[config.mk]
export PLATFORM = sky130hd
export DESIGN_NAME = bank_switched_memory_mapper
export DESIGN_NICKNAME = d
export VERILOG_FILES = /design/src/hw/rtl/bsmm_pkg.sv /design/src/hw/rtl/bank_switched_memory_mapper.sv
export SDC_FILE = /design/constraint.sdc
export NUM_CORES = 1
export LEC_CHECK = 0
export ABC_AREA = 1
export BUFFER_PORTS_ARGS = -buffer_cell sky130_fd_sc_hd__buf_2
export CAP_MARGIN = 15
export CORE_ASPECT_RATIO = 1.1
export CORE_MARGIN = 4
export CORE_UTILIZATION = 49
export CTS_BUF_LIST = sky130_fd_sc_hd__clkbuf_4 sky130_fd_sc_hd__clkbuf_8 sky130_fd_sc_hd__clkbuf_16
export DETAILED_ROUTE_END_ITERATION = 6
export PLACE_DENSITY = 0.87
export SLEW_MARGIN = 20
export SYNTH_ARGS = -nofsm -noshare
export SYNTH_HDL_FRONTEND = slang
export SYNTH_SLANG_ARGS = --single-unit
[constraint.sdc]
create_clock -name aclk -period 2.6 [get_ports aclk]
set_input_delay 0.39 -clock aclk [delete_from_list [all_inputs] [get_ports aclk]]
set_output_delay 0.39 -clock aclk [all_outputs]
set_load 0.03 [all_outputs]
[src/hw/rtl/bsmm_pkg.sv]
// Shared types and constants for the bank-switched memory mapper.
package bsmm_pkg;

    localparam int ROM_SLOT_COUNT = 16;

    localparam int CFG_INDEX_W = 3;
    localparam int CFG_DATA_W  = 16;

    typedef enum logic [2:0] {
        OP_BANK_MODE  = 3'd0,
        OP_SELECT_ROM = 3'd1,
        OP_ROM_ENABLE = 3'd2,
        OP_READ       = 3'd3,
        OP_WRITE      = 3'd4
    } op_t;

    typedef enum logic [2:0] {
        KIND_RAM   = 3'd0,
        KIND_LOWER = 3'd1,
        KIND_SLOT  = 3'd2,
        KIND_CART  = 3'd3,
        KIND_ZERO  = 3'd4
    } kind_t;

    typedef enum logic [CFG_INDEX_W-1:0] {
        REG_BANKED_RAM_MODEL  = 3'd0,
        REG_EXPANSION_FITTED  = 3'd1,
        REG_CARTRIDGE_MODE    = 3'd2,
        REG_CARTRIDGE_LOADED  = 3'd3,
        REG_SLOT_PRESENT_MASK = 3'd4
    } reg_index_t;

    localparam logic [7:0]  CART_BANK_FIRST = 8'h80;
    localparam logic [15:0] SLOT_MASK_RESET = 16'h0081;

    typedef struct packed {
        kind_t       target_kind;
        logic [5:0]  page_index;
        logic [13:0] page_offset;
    } result_t;

endpackage

[src/hw/rtl/bank_switched_memory_mapper.sv]
// Top level of the bank-switched memory mapper: state, decode and output buffering.
//
// Takes one word per clock while s_axis_tready is high. Control words (bank mode,
// ROM select, ROM enables) update the mapping state and give no result; each read
// or write access gives one result word in the cycle after it is accepted when the
// output register is free or drains in that cycle, else it waits in the skid entry.
// The map is decoded in the accept cycle from the current state, so a control word
// affects the very next access. Results go to an output register backed by one skid
// entry, so s_axis_tready is low in every cycle in which the skid entry holds a word.
// Configuration writes are taken every cycle (cfg_ready is always high) and
// must only be issued while no access result is pending.
module bank_switched_memory_mapper #(
    parameter int ROM_SLOT_COUNT = bsmm_pkg::ROM_SLOT_COUNT
) (
    input  logic                             aclk,
    input  logic                             aresetn,
    input  logic                             s_axis_tvalid,
    output logic                             s_axis_tready,
    input  logic [23:0]                      s_axis_tdata,  // cpu_address, control_value
    input  logic [2:0]                       s_axis_tuser,  // op
    output logic                             m_axis_tvalid,
    input  logic                             m_axis_tready,
    output logic [23:0]                      m_axis_tdata,  // page_index, page_offset, pad
    output logic [2:0]                       m_axis_tuser,  // target_kind
    input  logic                             cfg_valid,
    output logic                             cfg_ready,
    input  logic [bsmm_pkg::CFG_INDEX_W-1:0] cfg_index,
    input  logic [bsmm_pkg::CFG_DATA_W-1:0]  cfg_data
);

    logic        banked_ram_model_reg;
    logic        expansion_fitted_reg;
    logic        cartridge_mode_reg;
    logic        cartridge_loaded_reg;
    logic [15:0] slot_present_mask_reg;

    logic [5:0]  bank_mode_reg;
    logic [7:0]  upper_rom_number_reg;
    logic        lower_rom_on_reg;
    logic        upper_rom_on_reg;

    logic               out_valid_reg;
    bsmm_pkg::result_t  out_data_reg;
    logic               skid_valid_reg;
    bsmm_pkg::result_t  skid_data_reg;

    bsmm_pkg::op_t      in_op;
    logic [15:0]        in_addr;
    logic [7:0]         in_cv;
    logic [1:0]         quarter;
    logic               in_accept;
    logic               is_access;
    logic               out_pop;
    logic [2:0]         blk;
    logic [5:0]         ram_idx;
    bsmm_pkg::result_t  result;

    assign in_op   = bsmm_pkg::op_t'(s_axis_tuser);
    assign in_addr = s_axis_tdata[15:0];
    assign in_cv   = s_axis_tdata[23:16];
    assign quarter = in_addr[15:14];

    assign s_axis_tready = !skid_valid_reg;
    assign in_accept     = s_axis_tvalid && s_axis_tready;
    assign is_access     = (in_op == bsmm_pkg::OP_READ) || (in_op == bsmm_pkg::OP_WRITE);
    assign out_pop       = out_valid_reg && m_axis_tready;
    assign cfg_ready     = 1'b1;

    // RAM page: expansion page i of block b is 4*b + 4 + i
    always_comb begin
        blk = expansion_fitted_reg ? bank_mode_reg[5:3] : 3'd0;
        ram_idx = {4'd0, quarter};
        if (banked_ram_model_reg || expansion_fitted_reg) begin
            case (bank_mode_reg[2:0])
                3'd0: ram_idx = {4'd0, quarter};
                3'd1: begin
                    if (quarter == 2'd3) begin
                        ram_idx = {1'b0, blk, 2'd3} + 6'd4;
                    end
                end
                3'd2: ram_idx = {1'b0, blk, quarter} + 6'd4;
                3'd3: begin
                    if (quarter == 2'd1) begin
                        ram_idx = 6'd3;
                    end else if (quarter == 2'd3) begin
                        ram_idx = {1'b0, blk, 2'd3} + 6'd4;
                    end
                end
                default: begin
                    if (quarter == 2'd1) begin
                        ram_idx = {1'b0, blk, bank_mode_reg[1:0]} + 6'd4;
                    end
                end
            endcase
        end
    end

    always_comb begin
        result.target_kind = bsmm_pkg::KIND_RAM;
        result.page_index  = ram_idx;
        result.page_offset = in_addr[13:0];
        if (in_op == bsmm_pkg::OP_READ) begin
            if (quarter == 2'd0 && lower_rom_on_reg) begin
                result.target_kind = (cartridge_mode_reg && cartridge_loaded_reg)
                                   ? bsmm_pkg::KIND_CART : bsmm_pkg::KIND_LOWER;
                result.page_index  = 6'd0;
            end else if (quarter == 2'd3 && upper_rom_on_reg) begin
                result.target_kind = bsmm_pkg::KIND_ZERO;
                result.page_index  = 6'd0;
                if (cartridge_mode_reg) begin
                    if (cartridge_loaded_reg) begin
                        if (upper_rom_number_reg[7:5] == bsmm_pkg::CART_BANK_FIRST[7:5]) begin
                            result.target_kind = bsmm_pkg::KIND_CART;
                            result.page_index  = {1'b0, upper_rom_number_reg[4:0]};
                        end else if (upper_rom_number_reg == 8'd0) begin
                            result.target_kind = bsmm_pkg::KIND_CART;
                            result.page_index  = 6'd1;
                        end else if (upper_rom_number_reg == 8'd7) begin
                            result.target_kind = bsmm_pkg::KIND_CART;
                            result.page_index  = 6'd2;
                        end else if (upper_rom_number_reg[7:4] == 4'd0) begin
                            result.target_kind = bsmm_pkg::KIND_CART;
                            result.page_index  = {2'd0, upper_rom_number_reg[3:0]};
                        end
                    end
                end else begin
                    if (upper_rom_number_reg < 8'(ROM_SLOT_COUNT)
                        && upper_rom_number_reg[7:4] == 4'd0
                        && slot_present_mask_reg[upper_rom_number_reg[3:0]]) begin
                        result.target_kind = bsmm_pkg::KIND_SLOT;
                        result.page_index  = {2'd0, upper_rom_number_reg[3:0]};
                    end else if (slot_present_mask_reg[0]) begin
                        result.target_kind = bsmm_pkg::KIND_SLOT;
                        result.page_index  = 6'd0;
                    end
                end
            end
        end
    end

    always_ff @(posedge aclk) begin
        if (!aresetn) begin
            banked_ram_model_reg  <= 1'b1;
            expansion_fitted_reg  <= 1'b0;
            cartridge_mode_reg    <= 1'b0;
            cartridge_loaded_reg  <= 1'b0;
            slot_present_mask_reg <= bsmm_pkg::SLOT_MASK_RESET;
        end else if (cfg_valid && cfg_ready) begin
            case (cfg_index)
                bsmm_pkg::REG_BANKED_RAM_MODEL:  banked_ram_model_reg  <= cfg_data[0];
                bsmm_pkg::REG_EXPANSION_FITTED:  expansion_fitted_reg  <= cfg_data[0];
                bsmm_pkg::REG_CARTRIDGE_MODE:    cartridge_mode_reg    <= cfg_data[0];
                bsmm_pkg::REG_CARTRIDGE_LOADED:  cartridge_loaded_reg  <= cfg_data[0];
                bsmm_pkg::REG_SLOT_PRESENT_MASK: slot_present_mask_reg <= cfg_data;
                default: ;
            endcase
        end
    end

    always_ff @(posedge aclk) begin
        if (!aresetn) begin
            bank_mode_reg        <= 6'd0;
            upper_rom_number_reg <= 8'd0;
            lower_rom_on_reg     <= 1'b1;
            upper_rom_on_reg     <= 1'b1;
        end else if (in_accept) begin
            case (in_op)
                bsmm_pkg::OP_BANK_MODE:  bank_mode_reg        <= in_cv[5:0];
                bsmm_pkg::OP_SELECT_ROM: upper_rom_number_reg <= in_cv;
                bsmm_pkg::OP_ROM_ENABLE: begin
                    lower_rom_on_reg <= in_cv[0];
                    upper_rom_on_reg <= in_cv[1];
                end
                default: ;
            endcase
        end
    end

    // Output register plus one skid entry
    always_ff @(posedge aclk) begin
        if (!aresetn) begin
            out_valid_reg  <= 1'b0;
            skid_valid_reg <= 1'b0;
        end else if (skid_valid_reg) begin
            if (out_pop) begin
                out_valid_reg  <= 1'b1;
                skid_valid_reg <= 1'b0;
            end
        end else if (in_accept && is_access) begin
            if (out_valid_reg && !m_axis_tready) begin
                skid_valid_reg <= 1'b1;
            end else begin
                out_valid_reg <= 1'b1;
            end
        end else if (out_pop) begin
            out_valid_reg <= 1'b0;
        end
    end

    always_ff @(posedge aclk) begin
        if (skid_valid_reg) begin
            if (out_pop) begin
                out_data_reg <= skid_data_reg;
            end
        end else if (in_accept && is_access) begin
            if (out_valid_reg && !m_axis_tready) begin
                skid_data_reg <= result;
            end else begin
                out_data_reg <= result;
            end
        end
    end

    assign m_axis_tvalid = out_valid_reg;
    assign m_axis_tuser  = out_data_reg.target_kind;
    assign m_axis_tdata  = {4'd0, out_data_reg.page_offset, out_data_reg.page_index};

endmodule

==> impl_metrics.csv, run 1 <==
group,metric,value,unit
status,status,"completed",
layout,antenna_cells,0,
detailed_routing,num_vias,3082,
critical_path,critical_path.startpoint,"upper_rom_number_reg[0]",
detailed_routing,drt_iter0_drc,135,
logic_synthesis,postSynthCellCount,444,
clock_tree,cts_sinks,84,
sta,hold_violations,0,
place,pre_cts_slack,656,ps
global_route,grt_max_degree,37,
logic_synthesis,async_flop_share,0,%
layout,postLayoutCoreUtil,59.5,%
critical_path,crit_fanout,13,
global_route,grt_pass1_vias,3057,
min_path,min_from,"s_axis_tdata[8]",
pwr,power.leakage,2.02,nW
sta,tightest_slew,551,ps
sta,finalCriticalPeriod,1830,ps
detailed_routing,wl,8.09,mm
clock_tree,cts_tree,"yes",
detailed_routing,drcViolationCount,0,
clock_tree,cts-buffers-inserted,9,
min_path,min_path_type,"in -> reg",
floorplan,die_x,91.9,um
layout,largest_reg_flops,23,
global_route,grt_first_pass_wirelength,13.4,mm
detailed_routing,post_drt_via_cell_ratio,4.88,
place,placed_cells,616,
logic_synthesis,synth_seq_area_share,56.5,%
critical_path,worst-path-stages,14,
sta,rsz0062_at_grt,"false",
detailed_routing,dr.pass1.iters,4,
floorplan,die_h,100,um
global_route,grtUsageMet2,34.4,%
floorplan,dieArea,9210,um2
clock_tree,cts_buffer_depth,2,
critical_path,cp.buffers_inverters,2,
sta,skew,6.95,ps
detailed_routing,ant_nets,0,
critical_path,cp_slowest_cell,"dfxtp_1",
sta,fin_ws,768,ps
clock_tree,path_clk_slew,90,ps
logic_synthesis,yosysUniqueCellTypes,34,
sta,setup_viol,0,
pwr,total_power,2.68,mW
global_route,use_met3,4.20,%
place,gp_congestion,0.883,
logic_synthesis,ys_seq_elements,84,
critical_path,start_kind,"register",
layout,design_area,4470,um2
layout,final_cell_count_no_fill,632,
place,place_area,4260,um2
critical_path,crit_type,"reg -> reg",
clock_tree,post_cts_buffers,0,
critical_path,timing.rr.end,"m_axis_tdata[2]",
critical_path,rr_worst_depth,14,
sta,maxSlewViolCount,0,
floorplan,start_util,50.5,%
critical_path,critPathRequiredTime,2820,ps
logic_synthesis,synth_edf_count,46,
sta,relSlewSlack,62.9,%
pwr,cellPowerDensity,601,nW/um2
global_route,antenna_found_initial,0,
place,hpwl,6.35,mm
sta,hold_ws,218,ps
clock_tree,postCtsHoldBufs,0,
critical_path,crit_path_frequent_cell,"nand2_1",
critical_path,rrSetupSlack,770,ps
critical_path,cp.arrival,2050,ps
sta,period_share,70.5,%
critical_path,crit_chain,"inv_2, nand2_1, nand3_1, nand2_1, nand2_1, nand2_1, inv_2, nand2_2, nand2_2, o21ai_2, nand3_1, nand2_2, nand2_1, nand2_1",
critical_path,cpPeakStageDelay,610,ps
logic_synthesis,synthFlopType,"edfxtp_1",
logic_synthesis,ys.warnings.count,0,
clock_tree,ctsResizeCount,0,
layout,area_growth,17.8,%
floorplan,fp.coreArea,7510,um2
layout,drive_above_1_share,23.9,%
logic_synthesis,syn_avg_cell_area,8.54,um2
detailed_routing,avgRoutedWirePerCell,12.8,um
floorplan,num_rows,33,
critical_path,endpoint_kind,"register",
critical_path,crit_path_end,"m_axis_tdata[2]",
global_route,grtUsageMet1,18.6,%
critical_path,cp_top_family,"simple AND/OR/NAND/NOR gates",
floorplan,io_pins,81,
layout,fillers,652,
sta,timing.fmax,546,MHz
clock_tree,clk_root_buffer_cell,"clkbuf_8",
place,portBuffers,75,
critical_path,timing.rr.start,"upper_rom_number_reg[0]",
global_route,grt_use_total,18.2,%
pwr,ir_worst_vdd,0.000300,V
sta,setup_tns,0,ps
job,drv_cap,0,
clock_tree,insertion_delay,360,ps
global_route,busiest_layer,"met2",
clock_tree,cts_htree_levels,3,
global_route,grt_overflow,0,
layout,nets,574,
logic_synthesis,synth_area,3790,um2
==> how the worst min path moves through the flow <==
stage	endpoint	cells past startpoint	slack (ps)
global placement	cartridge_loaded_reg	2	440
global route	skid_data_reg[5]	1	200
CTS	skid_data_reg[8]	1	210
detailed placement	cartridge_loaded_reg	2	440
floorplan	cartridge_loaded_reg	2	420
finish	skid_data_reg[8]	1	220
==> layout make-up <==
class	instances	area, um2	area share, %
flip-flops and latches	84	2140	47.9
multi-input cells	288	1350	30.2
clock inverters	7	81.3	1.82
clock buffers	9	124	2.77
well taps	105	131	2.94
inverters	57	214	4.79
repair buffers	82	428	9.58
==> where the power goes <==
part	switching [mW]	internal, mW	total [mW]
clock network	0.503	0.457	0.960
registers	0.0169	1.43	1.45
logic	0.181	0.0921	0.273
==> Yosys cell counts (3+ instances only) <==
master | count | share of area (%)
a21oi_1 | 29 | 3.8
a31oi_1 | 4 | 0.66
buf_4 | 6 | 1.2
clkbuf_1 | 9 | 0.89
dfxtp_1 | 38 | 20
edfxtp_1 | 46 | 36
inv_1 | 49 | 4.8
inv_2 | 8 | 0.79
nand2_1 | 121 | 12
nand2_2 | 6 | 0.99
nand3_1 | 29 | 3.8
nor2_1 | 35 | 3.5
nor2_2 | 3 | 0.49
nor3_1 | 3 | 0.40
o21ai_0 | 31 | 4.1
o21ai_2 | 3 | 0.69
==> layout by cell type, fill, tap and decap left out, drive strengths merged, types with 2 or more instances in the layout <==
cell	Yosys	layout
conb	2	5
inv	57	60
nor2	39	39
buf	9	82
clkinv	0	2
nor4	3	3
o211ai	2	2
nand3	30	30
a31oi	4	4
nor3	4	4
clkbuf	9	9
edfxtp	46	46
dfxtp	38	38
a21oi	30	30
o2111ai	2	2
o21ai	34	34
nand4	2	2
nand2	127	127
==> kinds of logic (layout without fill, tap and decap cells) <==
kind of cell | after synthesis | in the layout | synth area share [%]
fa+ha+maj | 1 | 1 | 0.330
xor+xnor | 1 | 1 | 0.231
other cells | 2 | 5 | 0.198
flops | 84 | 84 | 56.5
compound gates | 75 | 75 | 11.0
buf+inv | 75 | 155 | 8.45
simple gates | 206 | 206 | 23.4
==> worst reg2reg max path, cell delays in order (launching register included) <==
cell,delay [ps]
dfxtp_1,610
inv_2,160
nand2_1,90
nand3_1,60
nand2_1,70
nand2_1,50
nand2_1,70
inv_2,40
nand2_2,80
nand2_2,70
o21ai_2,70
nand3_1,100
nand2_2,90
nand2_1,60
nand2_1,80
==> per-layer routing <==
metal	up-vias	wire [um]
met5	-	0
met3	18	430
met1	1380	3210
met4	0	233
li1	1597	-
met2	87	4220
No activity file was read; power rests on OpenSTA's default activity.
==> run 2, diff against run 1 <==
CORE_UTILIZATION = 54   (was 49)
PLACE_DENSITY = 0.9   (was 0.87)
clock period = 1.8 ns   (was 2.6 ns; I/O delays follow)
==> impl_metrics.csv, run 2 (synthesized netlist as in run 1, its figures left out) <==
group,metric,value,unit
detailed_routing,ant_nets,0,
sta,tightest_slew,486,ps
pwr,seqPwrFrac,52.5,%
pwr,power.net_switching,0.992,mW
critical_path,rr_worst_depth,13,
pwr,ir_worst_vdd,0.000525,V
layout,antenna_cells,0,
detailed_routing,avgRoutedWirePerCell,13.6,um
layout,largest_reg_flops,23,
critical_path,crit_path_end,"m_axis_tuser[1]",
clock_tree,cts_sinks,84,
global_route,antenna_found_initial,0,
layout,mostFrequentLayoutCell,"nand2_1",
sta,setup_viol,0,
sta,finalCriticalPeriod,1660,ps
sta,hold_violations,0,
clock_tree,insertion_delay,360,ps
critical_path,critPathRequiredTime,1910,ps
pwr,swShare,24.9,%
clock_tree,post_cts_buffers,0,
layout,layout_common_cells,"121 x nand2_1, 75 x buf_2, 49 x inv_1, 46 x edfxtp_1, 36 x dfxtp_1",
clock_tree,cts-buffers-inserted,9,
clock_tree,cts_buffer_depth,2,
sta,relSlewSlack,67.2,%
sta,rsz0062_at_grt,"false",
clock_tree,clk_root_buffer_cell,"clkbuf_8",
floorplan,die_h,95.9,um
pwr,p_comb_share,10.1,%
layout,final_cell_count_no_fill,609,
clock_tree,cts_tree,"yes",
detailed_routing,dr.pass1.iters,5,
detailed_routing,post_drt_via_cell_ratio,5.32,
critical_path,rrSetupSlack,140,ps
global_route,grt_overflow,0,
floorplan,io_pins,81,
place,portBuffers,75,
place,gp_congestion,0.865,
detailed_routing,wl,8.26,mm
status,status,"completed",
floorplan,dieArea,8430,um2
global_route,grt_max_degree,37,
critical_path,crit_type,"reg -> reg",
critical_path,endpoint_kind,"register",
detailed_routing,num_vias,3238,
clock_tree,cts_htree_levels,3,
floorplan,die_x,87.9,um
sta,skew,6.16,ps
place,placed_cells,593,
job,drv_cap,0,
global_route,grt_first_pass_wirelength,13.1,mm
global_route,grt_pass1_vias,2996,
detailed_routing,drt_iter0_drc,204,
floorplan,start_util,56.5,%
pwr,cellPowerDensity,886,nW/um2
critical_path,crit_fanout,8,
critical_path,timing.rr.start,"upper_rom_number_reg[1]",
floorplan,num_rows,31,
clock_tree,path_clk_slew,90,ps
layout,drive_above_1_share,24.1,%
clock_tree,postCtsHoldBufs,0,
layout,fillers,547,
pwr,clkPwrFrac,37.4,%
global_route,grt_use_total,20.1,%
layout,postLayoutCoreUtil,67.1,%
layout,nets,574,
pwr,power.leakage,2.04,nW
critical_path,critical_path.startpoint,"upper_rom_number_reg[1]",
min_path,min_path_type,"in -> reg",
pwr,p_int,3.00,mW
sta,period_share,92.2,%
layout,multi_input_area,1360,um2
sta,setup_tns,0,ps
layout,area_growth,18.7,%
place,hpwl,6.07,mm
sta,hold_ws,102,ps
detailed_routing,drcViolationCount,0,
layout,seq_area,2150,um2
sta,timing.fmax,603,MHz
floorplan,fp.coreArea,6710,um2
critical_path,start_kind,"register",
critical_path,cp.arrival,1770,ps
sta,maxSlewViolCount,0,
critical_path,timing.rr.end,"m_axis_tuser[1]",
## run 2: changes by cell type in the layout (fill, tap and decap cells not counted), sizes merged
cell and delta:
clkinv +1, bufinv +1, inv -1, clkinvlp -1
## run 2: metal layers
layer  GRT usage, %  part of all wire, %
met5              0                    0
met4           9.72                  2.4
met3           2.83                  7.9
met2           37.4                   51
met1           22.3                   38
## run 2: area by class of cell
type	count	area share, %
well taps	82	2.28
inverters	57	4.81
clock buffers	9	2.75
multi-input cells	288	30.2
clock inverters	7	2.20
flip-flops and latches	84	47.7
repair buffers	82	10.1
## run 2: through the flow
step	instance area (um2)	setup WS (ps)	total power, mW
after global routing	4500	16.2	4.13
after CTS	4500	37.7	4.01
after floorplan	3820	76.2	2.40
final	4500	141	3.99
after global placement	4270	26.7	2.52
after detailed placement	4270	-27.0	2.54
## run 2: power by group through the flow
stage	sequential, mW	clock (mW)	combinational (mW)
after floorplan	2.17	0	0.231
after global placement	2.14	0	0.378
after detailed placement	2.14	0	0.396
after CTS	2.10	1.52	0.399
after global routing	2.10	1.58	0.448
final	2.10	1.49	0.402
## run 2: worst max-delay path, stage by stage (launching register included)
cell	delay (ps)
dfxtp_2	430
inv_1	130
nand3_1	120
nand2_1	70
nand2_1	60
nand2_1	60
inv_2	50
nand2_2	70
nand2_2	90
nand3_1	70
nand2_1	90
nand2_1	60
nand3_1	70
nand2_1	60
## run 2: how the worst min path moves through the flow
stage	from	end	slack [ps]	cells past startpoint
finish	s_axis_tdata[8]	skid_data_reg[8]	100	1
global route	s_axis_tdata[1]	skid_data_reg[1]	100	1
CTS	s_axis_tdata[10]	skid_data_reg[10]	100	1
detailed placement	cartridge_loaded_reg	cartridge_loaded_reg	440	2
global placement	cartridge_loaded_reg	cartridge_loaded_reg	440	2
floorplan	s_axis_tdata[0]	skid_data_reg[0]	370	0
## run 2: repair_timing
item	in CTS	in global routing
gates cloned	0	0
hold endpoints to repair	0	0
resized for setup	1	3
setup endpoints to repair	3	6
